### src/design/olt_pkg.sv
// types and codes shared by the order lifecycle table
// no dependencies; imported by olt_cell and order_lifecycle_table
package olt_pkg;

    // slot numbers are carried at the width of the largest table
    localparam int IDX_W = 16;

    localparam logic [2:0] CMD_ENTER   = 3'd0;
    localparam logic [2:0] CMD_REPLACE = 3'd1;
    localparam logic [2:0] CMD_CANCEL  = 3'd2;
    localparam logic [2:0] CMD_EXECUTE = 3'd3;
    localparam logic [2:0] CMD_CLEAR   = 3'd4;

    localparam logic [2:0] ST_ACCEPTED      = 3'd0;
    localparam logic [2:0] ST_REPLACED      = 3'd1;
    localparam logic [2:0] ST_CANCELED      = 3'd2;
    localparam logic [2:0] ST_PART_CANCELED = 3'd3;
    localparam logic [2:0] ST_FILLED        = 3'd4;
    localparam logic [2:0] ST_PART_FILLED   = 3'd5;
    localparam logic [2:0] ST_REJECTED      = 3'd6;
    localparam logic [2:0] ST_CLEARED       = 3'd7;

    localparam logic [3:0] RR_NONE      = 4'd0;
    localparam logic [3:0] RR_QUANTITY  = 4'd1;
    localparam logic [3:0] RR_PRICE     = 4'd2;
    localparam logic [3:0] RR_FIELDS    = 4'd3;
    localparam logic [3:0] RR_DUPLICATE = 4'd4;
    localparam logic [3:0] RR_STALE     = 4'd5;
    localparam logic [3:0] RR_UNKNOWN   = 4'd6;
    localparam logic [3:0] RR_OVERFILL  = 4'd7;
    localparam logic [3:0] RR_FULL      = 4'd8;

    localparam logic REG_MAX_QUANTITY = 1'b0;
    localparam logic REG_MAX_PRICE    = 1'b1;

    typedef struct packed {
        logic [2:0]  cmd;
        logic [31:0] user_ref;
        logic [31:0] orig_user_ref;
        logic [31:0] quantity;
        logic [31:0] price;
        logic        fields_ok;
    } order_t;

    typedef struct packed {
        logic [2:0]  status;
        logic [3:0]  reason;
        logic [31:0] result_ref;
        logic [31:0] previous_ref;
        logic [31:0] dec_qty;
        logic [31:0] leaves_qty;
        logic [8:0]  live_count;
        logic [31:0] highest_ref;
    } result_t;

    // search word walking down the chain of cells
    typedef struct packed {
        logic             active;
        logic [31:0]      user_ref;
        logic [31:0]      orig_ref;
        logic             hit_user;
        logic [IDX_W-1:0] slot_user;
        logic [31:0]      leaves_user;
        logic             hit_orig;
        logic [IDX_W-1:0] slot_orig;
        logic [31:0]      leaves_orig;
        logic             has_free;
        logic [IDX_W-1:0] slot_free;
    } probe_t;

    // update broadcast to every cell
    typedef struct packed {
        logic             en;
        logic             clr_all;
        logic [IDX_W-1:0] slot;
        logic             valid;
        logic [31:0]      ref_val;
        logic [31:0]      leaves;
    } update_t;

endpackage

### src/design/olt_cell.sv
// one table slot: holds one order and passes the probe word to the next slot
// depends on olt_pkg
module olt_cell #(
    parameter logic [15:0] SLOT = 16'd0
) (
    input  logic             clk,
    input  logic             rst_n,
    input  olt_pkg::probe_t  probe_in,
    input  olt_pkg::update_t upd,
    output olt_pkg::probe_t  probe_out
);
    import olt_pkg::*;

    logic        valid_reg;
    logic        active_reg;
    logic [31:0] ref_reg;
    logic [31:0] leaves_reg;
    probe_t      probe_reg;
    probe_t      probe_next;

    // fold this slot into the search word
    always_comb
    begin
        probe_next = probe_in;
        if (valid_reg && ref_reg == probe_in.user_ref && !probe_in.hit_user)
        begin
            probe_next.hit_user    = 1'b1;
            probe_next.slot_user   = SLOT;
            probe_next.leaves_user = leaves_reg;
        end
        if (valid_reg && ref_reg == probe_in.orig_ref && !probe_in.hit_orig)
        begin
            probe_next.hit_orig    = 1'b1;
            probe_next.slot_orig   = SLOT;
            probe_next.leaves_orig = leaves_reg;
        end
        if (!valid_reg && !probe_in.has_free)
        begin
            probe_next.has_free  = 1'b1;
            probe_next.slot_free = SLOT;
        end
    end

    // slot valid bit and probe stage marker
    always_ff @(posedge clk or negedge rst_n)
    begin
        if (!rst_n)
        begin
            valid_reg  <= 1'b0;
            active_reg <= 1'b0;
        end
        else
        begin
            active_reg <= probe_in.active;
            if (upd.clr_all)
            begin
                valid_reg <= 1'b0;
            end
            else if (upd.en && upd.slot == SLOT)
            begin
                valid_reg <= upd.valid;
            end
        end
    end

    // payload without reset
    always_ff @(posedge clk)
    begin
        probe_reg <= probe_next;
        if (!upd.clr_all && upd.en && upd.slot == SLOT)
        begin
            ref_reg    <= upd.ref_val;
            leaves_reg <= upd.leaves;
        end
    end

    // outgoing probe word with the reset marker
    always_comb
    begin
        probe_out        = probe_reg;
        probe_out.active = active_reg;
    end

endmodule

### config.mk
export PLATFORM = sky130hd
export DESIGN_NAME = olt_cell
export DESIGN_NICKNAME = d
export VERILOG_FILES = /design/src/design/olt_pkg.sv /design/src/design/olt_cell.sv
export SDC_FILE = /design/constraint.sdc
export NUM_CORES = 1
export LEC_CHECK = 0
export ABC_AREA = 1
export BUFFER_PORTS_ARGS = -buffer_cell sky130_fd_sc_hd__buf_2
export CORE_AREA = 8 8 168 170
export DETAILED_ROUTE_END_ITERATION = 10
export DIE_AREA = 0 0 176 178
export SYNTH_ARGS = -nofsm -noshare
export SYNTH_HDL_FRONTEND = slang
export SYNTH_SLANG_ARGS = --single-unit
### constraint.sdc
create_clock -name clk -period 2.75 [get_ports clk]
set_input_delay 0.1375 -clock clk [delete_from_list [all_inputs] [get_ports clk]]
set_output_delay 0.1375 -clock clk [all_outputs]
set_load 0.05 [all_outputs]
==> results.txt <==
CP Cell Sequence: nand2_1 -> nand2_1 -> nor2_1 -> nand2_1 -> inv_1 -> nand2_1 -> nor2_2 -> nand3_4 -> inv_2 -> nor2_1
Slew headroom: 64.9%
outcome: finished, final reports clean
Final Cell Area: 14,400 sq um
chip height: 178 um
synthesized cell area: 8480 sq um
total power: 8.88 mW
clock root buffer: clkbuf_16
TritonCTS buffer count: 27
Boundary Pins: 445
Die W: 176 um
initial core utilization: 33.1%
Clk Latency, worst-skew pair: 530 ps
Core Region: 25,600 sq um
Yosys cell types: 25
post-synth top area share: 42.3%
initial DRC count: 400
synthesis-to-finish area growth: 69.8%
Crit Path Max Fanout: 34
Hold WS: 243 ps
CP peak stage delay: 430 ps
Area after DPL: 11,000 sq um
DR vias: 8,385
max reg flops: 179
VDD IR max: 0.465 mV
delay-heaviest family, CP: simple AND/OR/NAND/NOR gates
DR WL/cell: 16.6 um
startpoint types: flip-flop
Reg clk slew, reported paths: 60 ps
Final Setup Violations: 0
Critical Path End Type: flip-flop
CP arrival: 2600 ps
CTS tree: done
Seq cells post-synth: 245
sequential area share after synthesis: 65.5%
Internal: 6.54 mW
Max Buffers Root-to-Sink: 3
vias in the first global route: 9,319
GRT Resource Usage Total: 20.5%
crit share post-route: 80.1%
most common cell after layout, fill and taps aside: buf_2
Ys Warns: 0
highest achievable clock rate: 0.454 GHz
worst-margin pin slew: 526 ps
clk_skew: 14.4 ps
Placer Congestion: 0.788
Yosys top cell by area: dfxtp_1
Post-CTS Resized: 0
CP max-delay cell: inv_2
switch share: 26.3%
largest net degree at the start of global routing: 36
Static Leak: 7.45 nW
first-pass GRT wire length: 50,500 um
DRC: 0
Final Core Density: 56.2%
Final nets: 1,898
combinational fraction of design power: 15.1%
initial antenna violation count: 1
most frequent cells in the layout: buf_2, nand2_1, dlygate4sd3_1
die area: 31,300 sq um
top post-synthesis cells by area: dfxtp_1, edfxtp_1, nand2_1
Fin. Hold Viols: 0
P_sw: 2.34 mW
max-cap viol count: 0
CP Class: flip-flop to flip-flop
DRT antenna net count: 0
Pre-Repair DR Iteration Count: 5
sequential share of power: 43.6%
Final Max Slew Viols: 0
Req. time, crit path: 3150 ps
Final HPWL DP: 23,100 um
Sink Count: 245
clock network power share: 41.3%
drt total wl: 33,000 um
fin crit period: 2200 ps
post-synthesis cell count: 927
syn_area_per_cell: 9.15 sq um
vias per cell: 4.22
port bufs: 444
P per Cell Area: 617 nW/um^2
Hold Crit Class: primary input to flip-flop
Clock H-tree levels: 1
layout cell share with drive strength beyond 1: 32.0%
RSZ-0062 raised after global routing: no
Setup TNS: 0 ps
Crit path top cell by count: nand2_1
GRT overflow: 0
FP Rows: 59
syn nets: 1,192
CP bufs+invs: 2
## cell type report
type                    count  area (sq um)
fillers                  2179         11200
flip-flops and latches    245          5560
repair buffers            699          4760
multi-input cells         505          2160
clock buffers              36           815
inverters                 155           584
well taps                 335           419
clock inverters            13           108
diodes                      1          2.50
## power by group through the flow
stage	combinational, mW	sequential, mW	clock, mW
4_1_cts	1.34	3.87	3.77
5_1_grt	1.42	3.88	3.91
3_5_place_dp	1.05	3.95	0
2_1_floorplan	0.141	4.44	0
3_3_place_gp	1.04	3.94	0
6_report	1.34	3.87	3.67
## worst paths after layout
check	from	end	slack, ps	cells after the start
setup / recovery	ref_reg[17]$_DFFE_PP_	probe_out[109]$_SDFF_PP0_	550	10
hold / removal	upd[81]	leaves_reg[1]$_DFFE_PP_	240	3
setup reg to reg	ref_reg[17]$_DFFE_PP_	probe_out[109]$_SDFF_PP0_	550	10
hold reg to reg	leaves_reg[17]$_DFFE_PP_	probe_out[83]$_DFF_P_	500	2
max in group asynchronous	rst_n	active_reg$_DFF_PN0_	2140	3
min in group asynchronous	rst_n	valid_reg$_DFFE_PN0P_	480	3
## worst min-delay path, stage by stage
cell and delay (ps):
buf_2 110, nor2_4 40, buf_4 250
## metrics by stage
stage,instances,setup slack [ps]
global placement,1691,621
CTS,1988,540
detailed placement,1691,558
finish,1989,546
global route,1989,309
floorplan,927,68.0
## metal layers
layer	GRT usage, %	wire length (um)	vias up
li1	-	-	4214
met1	21.6	12400	3755
met2	38.3	16900	357
met3	5.76	2770	59
met4	7.21	987	0
met5	0	0	-
## cell families after synthesis
group	share of synthesized area, %
and+or+nand+nor	24.0
DFF	65.5
buffers and inverters	9.07
xor gates and xnor gates	1.03
AOI/OAI and AO/OA	0.413
## synth_stat cells (all sizes together)
cell type,count
nand4,3
nand3,69
clkbuf,1
nand2,312
xor2,2
inv,155
nor4,2
or2,5
nor3,2
buf,21
dfrtp,2
xnor2,8
edfxtp,64
o21ai,7
nor2,95
dfxtp,179
## what timing repair did
action,in CTS,in global routing
buffers inserted,0,0
hold buffers,248,0
hold endpoints to repair,247,0
setup endpoints to repair,0,0
Power figures use the tool's default switching activity.
